`src/hw/rtl/eso_pkg.sv`:
```
// ----------------------------------------------------------------------------
// eso_pkg: shared types and constants
// Payload types, register indexes and the saturating narrow for the observer.
// ----------------------------------------------------------------------------
package eso_pkg;

	localparam int FRAC_BITS = 16;
	localparam int ACC_W     = 52;
	localparam int MRES_W    = 51;
	localparam int OPND_W    = 34;
	localparam int SQ_IN_W   = 50;
	localparam int SQ_OUT_W  = 25;
	localparam int CFG_IDX_W = 3;

	localparam logic [CFG_IDX_W-1:0] REG_PERIOD  = 3'd0;
	localparam logic [CFG_IDX_W-1:0] REG_B0      = 3'd1;
	localparam logic [CFG_IDX_W-1:0] REG_G1      = 3'd2;
	localparam logic [CFG_IDX_W-1:0] REG_G2      = 3'd3;
	localparam logic [CFG_IDX_W-1:0] REG_G3      = 3'd4;
	localparam logic [CFG_IDX_W-1:0] REG_ISC_H   = 3'd5;
	localparam logic [CFG_IDX_W-1:0] REG_ISC_TQ  = 3'd6;

	typedef struct packed {
		logic signed [31:0] control_value;
		logic signed [31:0] measured_output;
	} sample_t;

	typedef struct packed {
		logic signed [31:0] position_estimate;
		logic signed [31:0] rate_estimate;
		logic signed [31:0] disturbance_estimate;
	} estimate_t;

	function automatic logic signed [31:0] sat32(input logic signed [ACC_W-1:0] v);
		logic signed [ACC_W-1:0] hi;
		logic signed [ACC_W-1:0] lo;
		hi = ACC_W'(64'sd2147483647);
		lo = -ACC_W'(64'sd2147483648);
		if (v > hi)
			return 32'sh7FFF_FFFF;
		else if (v < lo)
			return 32'sh8000_0000;
		else
			return v[31:0];
	endfunction

endpackage

```
`src/hw/rtl/eso_if.sv`:
```
// ----------------------------------------------------------------------------
// eso_if: valid/ready channels
// One interface for input samples, one for estimate beats.
// ----------------------------------------------------------------------------
interface eso_sample_if;
	logic             valid;
	logic             ready;
	eso_pkg::sample_t data;
	modport source (output valid, output data, input ready);
	modport sink   (input valid, input data, output ready);
endinterface

interface eso_estimate_if;
	logic               valid;
	logic               ready;
	eso_pkg::estimate_t data;
	modport source (output valid, output data, input ready);
	modport sink   (input valid, input data, output ready);
endinterface

```
`src/hw/rtl/eso_mul.sv`:
```
// ----------------------------------------------------------------------------
// eso_mul: shared Q16.16 multiplier
// Registered sign-magnitude product, rounded to nearest with ties away from zero.
// ----------------------------------------------------------------------------
module eso_mul (
	input  logic                                clk,
	input  logic signed [eso_pkg::OPND_W-1:0]   a,
	input  logic signed [eso_pkg::OPND_W-1:0]   b,
	output logic signed [eso_pkg::MRES_W-1:0]   res
);
	import eso_pkg::*;

	logic [OPND_W-2:0]       mag_a;
	logic [OPND_W-2:0]       mag_b;
	logic [2*OPND_W-2:0]     prod_q;
	logic                    neg_q;
	logic [2*OPND_W-2:0]     rnd;

	assign mag_a = a[OPND_W-1] ? (OPND_W-1)'(-a) : a[OPND_W-2:0];
	assign mag_b = b[OPND_W-1] ? (OPND_W-1)'(-b) : b[OPND_W-2:0];

	always_ff @(posedge clk) begin
		prod_q <= (2*OPND_W-1)'(mag_a) * (2*OPND_W-1)'(mag_b);
		neg_q  <= a[OPND_W-1] ^ b[OPND_W-1];
	end

	assign rnd = (prod_q + (2*OPND_W-1)'(1 << (FRAC_BITS-1))) >> FRAC_BITS;
	assign res = neg_q ? -$signed({1'b0, rnd[MRES_W-2:0]})
	                   :  $signed({1'b0, rnd[MRES_W-2:0]});
endmodule

```
`src/hw/rtl/eso_sqrt.sv`:
```
// ----------------------------------------------------------------------------
// eso_sqrt: integer square root
// Digit-recurrence floor root, one result bit per cycle.
// ----------------------------------------------------------------------------
module eso_sqrt (
	input  logic                                clk,
	input  logic                                arst_n,
	input  logic                                start,
	input  logic [eso_pkg::SQ_IN_W-1:0]         x,
	output logic                                done,
	output logic [eso_pkg::SQ_OUT_W-1:0]        root
);
	import eso_pkg::*;

	localparam int REM_W = SQ_OUT_W + 2;

	logic                  busy_q;
	logic [4:0]            cnt_q;
	logic [SQ_IN_W-1:0]    x_q;
	logic [REM_W-1:0]      rem_q;
	logic [SQ_OUT_W-1:0]   root_q;
	logic                  done_q;
	logic [REM_W-1:0]      rem_n;
	logic [REM_W-1:0]      trial;

	assign rem_n = {rem_q[REM_W-3:0], x_q[SQ_IN_W-1 -: 2]};
	assign trial = {root_q, 2'b01};

	always_ff @(posedge clk or negedge arst_n) begin
		if (!arst_n) begin
			busy_q <= 1'b0;
			done_q <= 1'b0;
			cnt_q  <= '0;
		end else begin
			done_q <= 1'b0;
			if (start) begin
				busy_q <= 1'b1;
				cnt_q  <= 5'(SQ_OUT_W - 1);
			end else if (busy_q) begin
				cnt_q <= cnt_q - 5'd1;
				if (cnt_q == '0) begin
					busy_q <= 1'b0;
					done_q <= 1'b1;
				end
			end
		end
	end

	always_ff @(posedge clk) begin
		if (start) begin
			x_q    <= x;
			rem_q  <= '0;
			root_q <= '0;
		end else if (busy_q) begin
			x_q <= {x_q[SQ_IN_W-3:0], 2'b00};
			if (rem_n >= trial) begin
				rem_q  <= rem_n - trial;
				root_q <= {root_q[SQ_OUT_W-2:0], 1'b1};
			end else begin
				rem_q  <= rem_n;
				root_q <= {root_q[SQ_OUT_W-2:0], 1'b0};
			end
		end
	end

	assign done = done_q;
	assign root = root_q;
endmodule

```
`src/hw/rtl/extended_state_observer_core.sv`:
```
// ----------------------------------------------------------------------------
// extended_state_observer_core: third-order extended state observer
// Q16.16 observer update with fal nonlinearity on a shared multiplier and root unit.
//
//   channel   dir  beat                                        
//   sample    in   control_value, measured_output              
//   estimate  out  position, rate, disturbance estimates       
//   cfg       in   cfg_we, cfg_index, cfg_data                 
//
// Outside the linear fal region the sequencer waits on two passes of the root unit,
// one for the square root and one for the fourth root of the error.
// Reset clears the estimates to zero and loads the default gains.
// sample.ready is high only while the sequencer is idle; the last step holds
// while an earlier estimate beat is still waiting.
// ----------------------------------------------------------------------------
module extended_state_observer_core (
	input  logic                              clk,
	input  logic                              arst_n,
	input  logic                              cfg_we,
	input  logic [eso_pkg::CFG_IDX_W-1:0]     cfg_index,
	input  logic [31:0]                       cfg_data,
	eso_sample_if.sink                        sample,
	eso_estimate_if.source                    estimate
);
	import eso_pkg::*;

	localparam logic [3:0] ST_IDLE = 4'd0;
	localparam logic [3:0] ST_ERR  = 4'd1;
	localparam logic [3:0] ST_P1   = 4'd2;
	localparam logic [3:0] ST_P2   = 4'd3;
	localparam logic [3:0] ST_P3   = 4'd4;
	localparam logic [3:0] ST_P4   = 4'd5;
	localparam logic [3:0] ST_L1   = 4'd6;
	localparam logic [3:0] ST_L2   = 4'd7;
	localparam logic [3:0] ST_R2   = 4'd8;
	localparam logic [3:0] ST_R4   = 4'd9;
	localparam logic [3:0] ST_G1   = 4'd10;
	localparam logic [3:0] ST_G2   = 4'd11;
	localparam logic [3:0] ST_G3   = 4'd12;

	logic [16:0]        h_q;
	logic [31:0]        b0_q, g1_q, g2_q, g3_q;
	logic [30:0]        isc_h_q, isc_tq_q;

	logic [3:0]         state_q;
	logic signed [31:0] z0_q, z1_q, z2_q;
	logic signed [31:0] u_q, y_q;
	logic signed [32:0] e_q;
	logic signed [31:0] drive_q;
	logic signed [OPND_W-1:0] fe_q, fe1_q;
	logic signed [ACC_W-1:0]  acc_q;
	logic signed [31:0] n0_q, n1_q;
	logic               ovalid_q;
	estimate_t          odata_q;

	logic signed [OPND_W-1:0] ma, mb;
	logic signed [MRES_W-1:0] mres;
	logic signed [ACC_W-1:0]  mres_x;
	logic [32:0]              e_mag;
	logic                     sq_start, sq_done;
	logic [SQ_IN_W-1:0]       sq_x;
	logic [SQ_OUT_W-1:0]      sq_root;
	logic signed [OPND_W-1:0] root_s;

	eso_mul u_mul (.clk(clk), .a(ma), .b(mb), .res(mres));

	eso_sqrt u_sqrt (
		.clk(clk), .arst_n(arst_n), .start(sq_start), .x(sq_x),
		.done(sq_done), .root(sq_root)
	);

	assign mres_x = ACC_W'(mres);
	assign e_mag  = e_q[32] ? 33'(-e_q) : e_q[32:0];
	assign root_s = e_q[32] ? -$signed(OPND_W'(sq_root)) : $signed(OPND_W'(sq_root));

	always_comb begin
		ma = '0;
		mb = '0;
		case (state_q)
			ST_ERR: begin
				ma = OPND_W'($signed(b0_q));
				mb = OPND_W'(u_q);
			end
			ST_P1: begin
				ma = OPND_W'($signed(g1_q));
				mb = OPND_W'(e_q);
			end
			ST_P2: begin
				ma = OPND_W'($signed({1'b0, h_q}));
				mb = OPND_W'(z1_q);
			end
			ST_P3: begin
				ma = OPND_W'($signed({1'b0, h_q}));
				mb = OPND_W'(z2_q) + OPND_W'(drive_q);
			end
			ST_P4: begin
				ma = OPND_W'(e_q);
				mb = OPND_W'($signed({1'b0, isc_h_q}));
			end
			ST_L1: begin
				ma = OPND_W'(e_q);
				mb = OPND_W'($signed({1'b0, isc_tq_q}));
			end
			ST_G1: begin
				ma = OPND_W'($signed(g2_q));
				mb = fe_q;
			end
			ST_G2, ST_G3: begin
				ma = OPND_W'($signed(g3_q));
				mb = fe1_q;
			end
			default: begin
				ma = '0;
				mb = '0;
			end
		endcase
	end

	always_comb begin
		sq_start = 1'b0;
		sq_x     = '0;
		if (state_q == ST_P4 && e_mag > 33'(h_q)) begin
			sq_start = 1'b1;
			sq_x     = SQ_IN_W'({e_mag, 16'd0});
		end else if (state_q == ST_R2 && sq_done) begin
			sq_start = 1'b1;
			sq_x     = SQ_IN_W'({sq_root, 16'd0});
		end
	end

	assign sample.ready   = (state_q == ST_IDLE);
	assign estimate.valid = ovalid_q;
	assign estimate.data  = odata_q;

	always_ff @(posedge clk or negedge arst_n) begin
		if (!arst_n) begin
			h_q      <= 17'd655;
			b0_q     <= 32'd65536;
			g1_q     <= 32'd65536;
			g2_q     <= 32'd2184533;
			g3_q     <= 32'd20480000;
			isc_h_q  <= 31'd655360;
			isc_tq_q <= 31'd2072430;
			state_q  <= ST_IDLE;
			z0_q     <= '0;
			z1_q     <= '0;
			z2_q     <= '0;
			ovalid_q <= 1'b0;
		end else begin
			if (cfg_we) begin
				case (cfg_index)
					REG_PERIOD: h_q      <= cfg_data[16:0];
					REG_B0:     b0_q     <= cfg_data;
					REG_G1:     g1_q     <= cfg_data;
					REG_G2:     g2_q     <= cfg_data;
					REG_G3:     g3_q     <= cfg_data;
					REG_ISC_H:  isc_h_q  <= cfg_data[30:0];
					REG_ISC_TQ: isc_tq_q <= cfg_data[30:0];
					default: ;
				endcase
			end
			if (ovalid_q && estimate.ready && state_q != ST_G3)
				ovalid_q <= 1'b0;
			case (state_q)
				ST_IDLE: if (sample.valid) state_q <= ST_ERR;
				ST_ERR:  state_q <= ST_P1;
				ST_P1:   state_q <= ST_P2;
				ST_P2:   state_q <= ST_P3;
				ST_P3:   state_q <= ST_P4;
				ST_P4:   state_q <= (e_mag > 33'(h_q)) ? ST_R2 : ST_L1;
				ST_L1:   state_q <= ST_L2;
				ST_L2:   state_q <= ST_G1;
				ST_R2:   if (sq_done) state_q <= ST_R4;
				ST_R4:   if (sq_done) state_q <= ST_G1;
				ST_G1:   state_q <= ST_G2;
				ST_G2:   state_q <= ST_G3;
				ST_G3: begin
					if (!ovalid_q || estimate.ready) begin
						z0_q     <= n0_q;
						z1_q     <= n1_q;
						z2_q     <= sat32(ACC_W'(z2_q) - mres_x);
						ovalid_q <= 1'b1;
						state_q  <= ST_IDLE;
					end
				end
				default: state_q <= ST_IDLE;
			endcase
		end
	end

	always_ff @(posedge clk) begin
		case (state_q)
			ST_IDLE: begin
				u_q <= sample.data.control_value;
				y_q <= sample.data.measured_output;
			end
			ST_ERR:  e_q     <= 33'(z0_q) - 33'(y_q);
			ST_P1:   drive_q <= sat32(mres_x);
			ST_P2:   acc_q   <= ACC_W'(z0_q) - mres_x;
			ST_P3:   n0_q    <= sat32(acc_q + mres_x);
			ST_P4:   acc_q   <= ACC_W'(z1_q) + mres_x;
			ST_L1:   fe_q    <= OPND_W'(mres);
			ST_L2:   fe1_q   <= OPND_W'(mres);
			ST_R2:   if (sq_done) fe_q <= root_s;
			ST_R4:   if (sq_done) fe1_q <= root_s;
			ST_G2:   n1_q    <= sat32(acc_q - mres_x);
			ST_G3: begin
				if (!ovalid_q || estimate.ready) begin
					odata_q.position_estimate    <= n0_q;
					odata_q.rate_estimate        <= n1_q;
					odata_q.disturbance_estimate <= sat32(ACC_W'(z2_q) - mres_x);
				end
			end
			default: ;
		endcase
	end
endmodule

```
`src/flat_wrapper.sv`:
```
// flat-port wrapper written by rule: the top's interface ports become plain ports
module extended_state_observer_core_flat import eso_pkg::*;
  (clk, arst_n, cfg_we, cfg_index, cfg_data, sample_valid, sample_data, sample_ready, estimate_valid, estimate_data, estimate_ready);
  eso_sample_if sample_i ();
  eso_estimate_if estimate_i ();
  input  logic clk;
  input  logic arst_n;
  input  logic cfg_we;
  input  logic [eso_pkg::CFG_IDX_W-1:0] cfg_index;
  input  logic [31:0] cfg_data;
  input wire logic [$bits(sample_i.valid)-1:0] sample_valid;
  input wire logic [$bits(sample_i.data)-1:0] sample_data;
  output wire logic [$bits(sample_i.ready)-1:0] sample_ready;
  output wire logic [$bits(estimate_i.valid)-1:0] estimate_valid;
  output wire logic [$bits(estimate_i.data)-1:0] estimate_data;
  input wire logic [$bits(estimate_i.ready)-1:0] estimate_ready;
  assign sample_i.valid = sample_valid;
  assign sample_i.data = sample_data;
  assign sample_ready = sample_i.ready;
  assign estimate_valid = estimate_i.valid;
  assign estimate_data = estimate_i.data;
  assign estimate_i.ready = estimate_ready;
  extended_state_observer_core u_core (.clk(clk), .arst_n(arst_n), .cfg_we(cfg_we), .cfg_index(cfg_index), .cfg_data(cfg_data), .sample(sample_i), .estimate(estimate_i));
endmodule
```
`config.mk`:
```
export PLATFORM = sky130hd
export DESIGN_NAME = extended_state_observer_core_flat
export DESIGN_NICKNAME = d
export VERILOG_FILES = /design/src/hw/rtl/eso_pkg.sv /design/src/hw/rtl/eso_if.sv /design/src/hw/rtl/eso_mul.sv /design/src/hw/rtl/eso_sqrt.sv /design/src/hw/rtl/extended_state_observer_core.sv /design/src/flat_wrapper.sv
export SDC_FILE = /design/constraint.sdc
export NUM_CORES = 2
export LEC_CHECK = 0
export ABC_AREA = 1
export BUFFER_PORTS_ARGS = -buffer_cell sky130_fd_sc_hd__buf_4
export CORE_MARGIN = 5
export CORE_UTILIZATION = 30
export DETAILED_ROUTE_END_ITERATION = 8
export PLACE_DENSITY = 0.46
export REMOVE_ABC_BUFFERS = 1
export SLEW_MARGIN = 0
export SYNTH_ARGS = -nofsm -noshare
export SYNTH_HDL_FRONTEND = slang
export SYNTH_SLANG_ARGS = --single-unit
export TNS_END_PERCENT = 50
```
`constraint.sdc`:
```
create_clock -name clk -period 10.2 [get_ports clk]
set_input_delay 1.53 -clock clk [delete_from_list [all_inputs] [get_ports clk]]
set_output_delay 1.53 -clock clk [all_outputs]
set_load 0.01 [all_outputs]
```
; Yosys cells after proc, flatten, opt, wreduce, memory -nomap -nowiden
; Cells that the tools add are included.
[word_totals]
regBits = 891
latchBits = 0
mem_bits_rw = 0
mem_bits_ro = 0
word_cells = 150
mem_count = 0
[op_classes]
add_sub_neg = 15
mul = 1
div = 0
order_cmp = 10
eq_ne = 23
shifts = 0
n_mux = 41
bitwise_logic = 1
n_reduce_logical = 27
[ops]
columns = operator, n
row1 = 34-bit one-hot mux with 8 select lines, 1
row2 = 34-bit one-hot mux with 6 select lines, 1
row3 = 32-bit two-way mux, 5
row4 = 52-bit by 32-bit greater-than comparator with 1-bit output (second input constant), 3
row5 = 52-bit by 32-bit < comparator with 1-bit output (second input constant), 3
row6 = 50-bit two-way mux, 3
row7 = 34-bit one-hot mux with 2 select lines, 2
row8 = 52-bit one-hot mux with 2 select lines, 1
row9 = 32-bit by 51-bit subtractor with 52-bit output, 2
row10 = 33-bit two-way mux, 3
row11 = 33-bit negation, 3
row12 = 34-bit two-way mux, 2
row13 = 66-bit by 16-bit adder with 66-bit output (second input constant), 1
row14 = 33-bit by 33-bit multiplier with 66-bit output, 1
row15 = 32-bit by 51-bit adder with 52-bit output, 1
row16 = 52-bit by 51-bit adder with 52-bit output, 1
row17 = 4-bit one-hot mux with 13 select lines, 1
row18 = 52-bit by 51-bit subtractor with 52-bit output, 1
row19 = 51-bit by 32-bit greater-than comparator with 1-bit output (second input constant), 1
row20 = 51-bit by 32-bit < comparator with 1-bit output (second input constant), 1
row21 = 51-bit two-way mux, 1
row22 = 50-bit negation with 51-bit output, 1
row23 = 41-bit two-way mux, 1
row24 = 25-bit negation with 34-bit output, 1
row25 = 31 further kinds, 77

; Depth between registers and ports, before layout
[logic_depth]
word_depth = 7
depth_mapped = 52
mapped_depth_nobuf = 51

; By module
; A second synthesis with hierarchy kept.
[hier_totals]
hier_cells = 13685
hier_area_um2 = 100576.5
[modules_own_cells]
columns = module, n_inst, cells_each, area_each_um2
row1 = extended_state_observer_core, 1, 7174, 52306.4
row2 = eso_mul, 1, 5624, 41886.4
row3 = eso_sqrt, 1, 887, 6383.6

; Worst setup path after synthesis
; Ideal clock, no wire load.
[synth_timing]
path_kind = register to register
start = register u_core.state_q[2]
end = register u_core.u_mul.prod_q[64]
arrival_time_ps = 9867
required_ps = 10088
slack_ps = 220
stages_incl_launch_ff = 43
path_cell_list = dfrtp_1 nor2_2 inv_2 nor2_1 nor2_2 nor2_1 nor4_2 clkbuf_1 ha_1 nand3b_1 nor2_1 nand4_1 nor2_1 nand2_1 nor2_2 nand2_1 nand2_1 xnor2_1 (+7 left out) fa_1 inv_1 fa_1 fa_1 fa_1 inv_1 fa_1 inv_1 ha_1 a21oi_1 o21a_1 o21ai_0 a21boi_0 o2111ai_1 a21oi_1 nand2_1 nand2_1 nand2_1
[synth_via]
elab_chain_cells = 6
elab_cells_between_ends = 19
cone_classes = 2 x add/sub / 1 x mul / 9 x eq/ne / 4 x mux / 3 x reduce/logical
[synth_rtl]
columns = item, line
row1 = start: declaration, extended_state_observer_core.sv:45  ; logic [3:0] state_q;
row2 = start signal: assignment, extended_state_observer_core.sv:170  ; ST_P4: state_q <= (e_mag > 33'(h_q)) ? ST_R2 : ST_L1;
row3 = 4-bit equality test (tied with other cells), --
row4 = 2-bit OR reduction (on tied branches), --
row5 = 34-bit one-hot mux with 8 select lines / 34-bit one-hot mux with 6 select lines (equally long branches), extended_state_observer_core.sv:79  ; case (state_q)
row6 = 33-bit negation (on tied branches), "eso_mul.sv:20, eso_mul.sv:19"
row7 = 33-bit two-way mux (on tied branches), "eso_mul.sv:20, eso_mul.sv:19"
row8 = 33-bit by 33-bit multiplier with 66-bit output (*), eso_mul.sv:23  ; prod_q <= (2*OPND_W-1)'(mag_a) * (2*OPND_W-1)'(mag_b);
row9 = end signal: assignment, eso_mul.sv:23
row10 = end: declaration, eso_mul.sv:15  ; logic [2*OPND_W-2:0] prod_q;
; Mark *: on every way between the ends. The rest lies on a longest branch, timed or not.
; A chain may end at the register's enable or synchronous reset.

; Worst setup path in the final report
[layout_timing]
start = register u_core.z2_q[0]
end = register u_core.u_mul.prod_q[40]
[layout_via]
elab_chain_cells = 5
[layout_rtl]
columns = item, line
row1 = start: declaration, extended_state_observer_core.sv:46  ; logic signed [31:0] z0_q, z1_q, z2_q;
row2 = start signal: assignment, extended_state_observer_core.sv:181  ; z2_q <= sat32(ACC_W'(z2_q) - mres_x);
row3 = 32-bit by 32-bit adder with 33-bit output (*), extended_state_observer_core.sv:94  ; mb = OPND_W'(z2_q) + OPND_W'(drive_q);
row4 = 34-bit one-hot mux with 8 select lines (*), extended_state_observer_core.sv:79
row5 = 33-bit negation, eso_mul.sv:20  ; assign mag_b = b[OPND_W-1] ? (OPND_W-1)'(-b) : b[OPND_W-2:0];
row6 = 33-bit two-way mux (*), eso_mul.sv:20
row7 = 33-bit by 33-bit multiplier with 66-bit output (*), eso_mul.sv:23
; Marks and branches as above.

==> run_results.csv <==
group,metric,value,unit
outcome,run_status,"finished, final reports clean",
floorplan,core_area,323500,um2
place,port_buffers,201,
timing,finalHoldViolCount,0,
global_route,grt_antenna_before_repair,42,
critical_path,cp_max_fo,8,
global_route,globalRouteOverflowTotal,0,
floorplan,die-area,335800,um2
floorplan,fp.dieH,579.5,um
timing,achievable-frequency,101.5,MHz
clocking,cts-buffers-inserted,101,
cells_and_area,instances_no_fill,18000,
critical_path,critPathArrivalTime,10430,ps
floorplan,die_x,579.5,um
logic_synthesis,netlist_instances,12830,
timing,drv_slew,0,
place,placement.setup.worst_slack,-232.0,ps
cells_and_area,drive_above_1_share,13.09,%
logic_synthesis,synth_commonest_cells,"sky130_fd_sc_hd__nand2_1 (3173), sky130_fd_sc_hd__inv_1 (2187), sky130_fd_sc_hd__nor2_1 (1239)",
logic_synthesis,synth-edff-count,443,
clocking,cts_max_level,3,
timing,skew,66.14,ps
critical_path,cp_slowest_stage_delay,680,ps
clocking,clk_slew_on_worst_s_h_paths,80,ps
critical_path,critPathKind,"flop to flop",
critical_path,critical-path-slowest-cell,"sky130_fd_sc_hd__fa_2",
drt,router_iterations_before_antenna_repair,6,
place,numPlacedInstances,17750,
timing,setup_ws,348.6,ps
clocking,post_cts_hold_buffer_count,0,
power,power.static_leakage,56.92,nW
clocking,cts.path.max_buffers,3,
place,globalplace.congestion,0.9733,
logic_synthesis,synth.yosys.seq_area_share,23.92,%
drt,routed_wl_per_cell,23.92,um
floorplan,floorplan.initialDensity,30.08,%
logic_synthesis,synth-warning-count,0,
logic_synthesis,ys_top_cells_by_area,"sky130_fd_sc_hd__fa_1 (20%), sky130_fd_sc_hd__edfxtp_1 (14%), sky130_fd_sc_hd__nand2_1 (12%)",
critical_path,critPathLaunchType,"flop",
timing,fin_crit_sh,96.58,%
clocking,root_buffer,"sky130_fd_sc_hd__clkbuf_16",
critical_path,timing.critical_path.mode_cell,"sky130_fd_sc_hd__fa_1",
floorplan,rows,209,
drt,final_antenna_net_count,0,
logic_synthesis,postSynthRegisterBits,860,
floorplan,ios,202,
logic_synthesis,synthesis.area_per_instance,7.582,um2
logic_synthesis,number_of_distinct_library_cell_variants_in_the_gate_level_netlist_after_synthesis,76,
global_route,grt_max_degree,168,
min_path,hold_path.class,"flop to flop",
drt,drc_errors_left,0,
drt,detail_route.wirelength,430700,um
timing,tightest_slew,1178,ps
cells_and_area,syn2layout_area_growth,18.42,%
critical_path,cp.required,10780,ps
cells_and_area,num-fill-cells,34740,
logic_synthesis,synth_top_flop_cell,"sky130_fd_sc_hd__edfxtp_1",
drt,num_vias,89580,
place,dpl.hpwl,359600,um
global_route,grt.total_usage,25.08,%
timing,grt_setup_unrepaired,"yes",
clocking,clock_latency,770,ps
clocking,cts.sink_count,860,
cells_and_area,finish.net_count,15280,
global_route,grt_pass1_wl,621400,um
clocking,cts_tree,"yes",
global_route,first_global_vias,87950,
timing,max-slew-margin-rel,21.19,%
critical_path,worst_setup_path_end_kind,"flop",
logic_synthesis,synth_top_area_cell,"sky130_fd_sc_hd__fa_1",
logic_synthesis,yosys.cell_count.top_type,"sky130_fd_sc_hd__nand2_1",
timing,min_period,9851,ps
power,worst_ir_drop_vdd,98.30,uV
drt,detail_route.iter0.violations,8477,
drt,route.detailed.vias_per_inst,4.976,
logic_synthesis,ys_async_sr_fraction,36.63,%
job,drv_cap,0,
logic_synthesis,cell_area_synth,97300,um2
power,powerDensity,71.18,nW/um2
timing,finalSetupViolCount,0,
logic_synthesis,yosysTopAreaCellShare,19.83,%
[sequential cells by signal (all words and copies together) (netlist names), 33 cells and up]
name and cells:
u_core.fe_q 34, u_core.acc_q 52, u_core.fe1_q 34, u_core.estimate.data 96
u_core.u_mul.prod_q 51, u_core.u_sqrt.x_q 34, u_core.e_q 33
[power breakdown]
| group | internal [mW] | leakage, nW | switching (mW) |
|---|---|---|---|
| Clock | 2.29 | 1.74 | 1.67 |
| Combinational | 0.124 | 46.3 | 0.219 |
| Sequential | 3.81 | 8.83 | 0.0879 |
| Total | 6.22 | 56.9 | 1.98 |
[cells in the final DEF (no fill, tap or decap), drive strengths merged, types with 443 or more instances in the layout]
master and n:
ha 632, nand3 563, inv 2238, nand2 3206
edfxtp 443, a21oi 695, buf 1057, fa 964
o21ai 770, nor2 1282
[kinds of logic (layout without fill, tap and decap cells)]
family	count (synthesis)	after routing	synth area share (%)
flip-flops	860	860	23.92
AND/OR/NAND/NOR	5407	5407	22.83
XOR/XNOR	381	381	3.522
buffers and inverters	2657	3487	10.61
AO/OA/AOI/OAI	1931	1931	11.15
other	1	16	0.003854
adder cells (fa/ha/maj)	1596	1596	27.96
[layout make-up]
type	count	area, um2	area share, %
antenna	14	35.03	0.03041
clock buffer	138	2861	2.484
clock inverter	52	701.9	0.6092
inverter	2236	8406	7.295
multi-input combinational	9317	65290	56.66
sequential	860	23280	20.21
tap	4325	5411	4.697
timing repair buffer	1061	9233	8.013
[worst max-delay path: cells and delay by family (launching register included)]
kind                       cells  cell delay [ps]
AOI/OAI and AO/OA              2              250
adders and majority gates     12             5220
buffers and inverters         17             1780
and+or+nand+nor               16             2030
DFF                            1              360
[per-layer routing]
layer  up-vias  track usage [%]  share of wire (%)
met2      2988            38.82                 44
met4         2            7.516                3.5
met5         -                0             0.0026
met3       436            3.160                6.7
li1      42110                -                  -
met1     44040            36.50                 46
[worst paths after layout]
path	cells after the start	to	slack, ps	from
max reg2reg	47	u_core.u_mul.prod_q[40]$_DFF_P_	350	u_core.z2_q[0]$_DFFE_PN0P_
max	47	u_core.u_mul.prod_q[40]$_DFF_P_	350	u_core.z2_q[0]$_DFFE_PN0P_
max in group asynchronous	3	u_core.u_sqrt.busy_q$_DFF_PN0_	7300	arst_n
min	0	u_core.estimate.data[87]$_DFFE_PP_	450	u_core.n0_q[23]$_SDFFCE_PN1P_
min reg2reg	0	u_core.estimate.data[87]$_DFFE_PP_	450	u_core.n0_q[23]$_SDFFCE_PN1P_
min in group asynchronous	1	u_core.z0_q[23]$_DFFE_PN0P_	740	arst_n
[stage by stage]
stage / utilization [%] / instance area, um2 / power, mW / setup TNS [ps] / hold WS (ps)
3_5_place_dp: 33.92 / 109700 / 4.300 / -1163 / 432.6
2_1_floorplan: - / 95380 / 4.117 / -136410 / 426.8
3_3_place_gp: 33.92 / 109700 / 4.295 / -644.8 / 436.6
5_1_grt: 35.61 / 115200 / 8.480 / -291.9 / 459.9
4_1_cts: 35.03 / 113300 / 8.279 / 0 / 447.0
6_report: 35.62 / 115200 / 8.201 / 0 / 446.1
[repair_timing]
item,in CTS,in global routing
pin swaps,4,170
setup buffers,3,39
gates resized for setup,13,373
gates cloned,0,4
endpoints found under the setup margin,22,48
(Power assumes the default switching activity.)
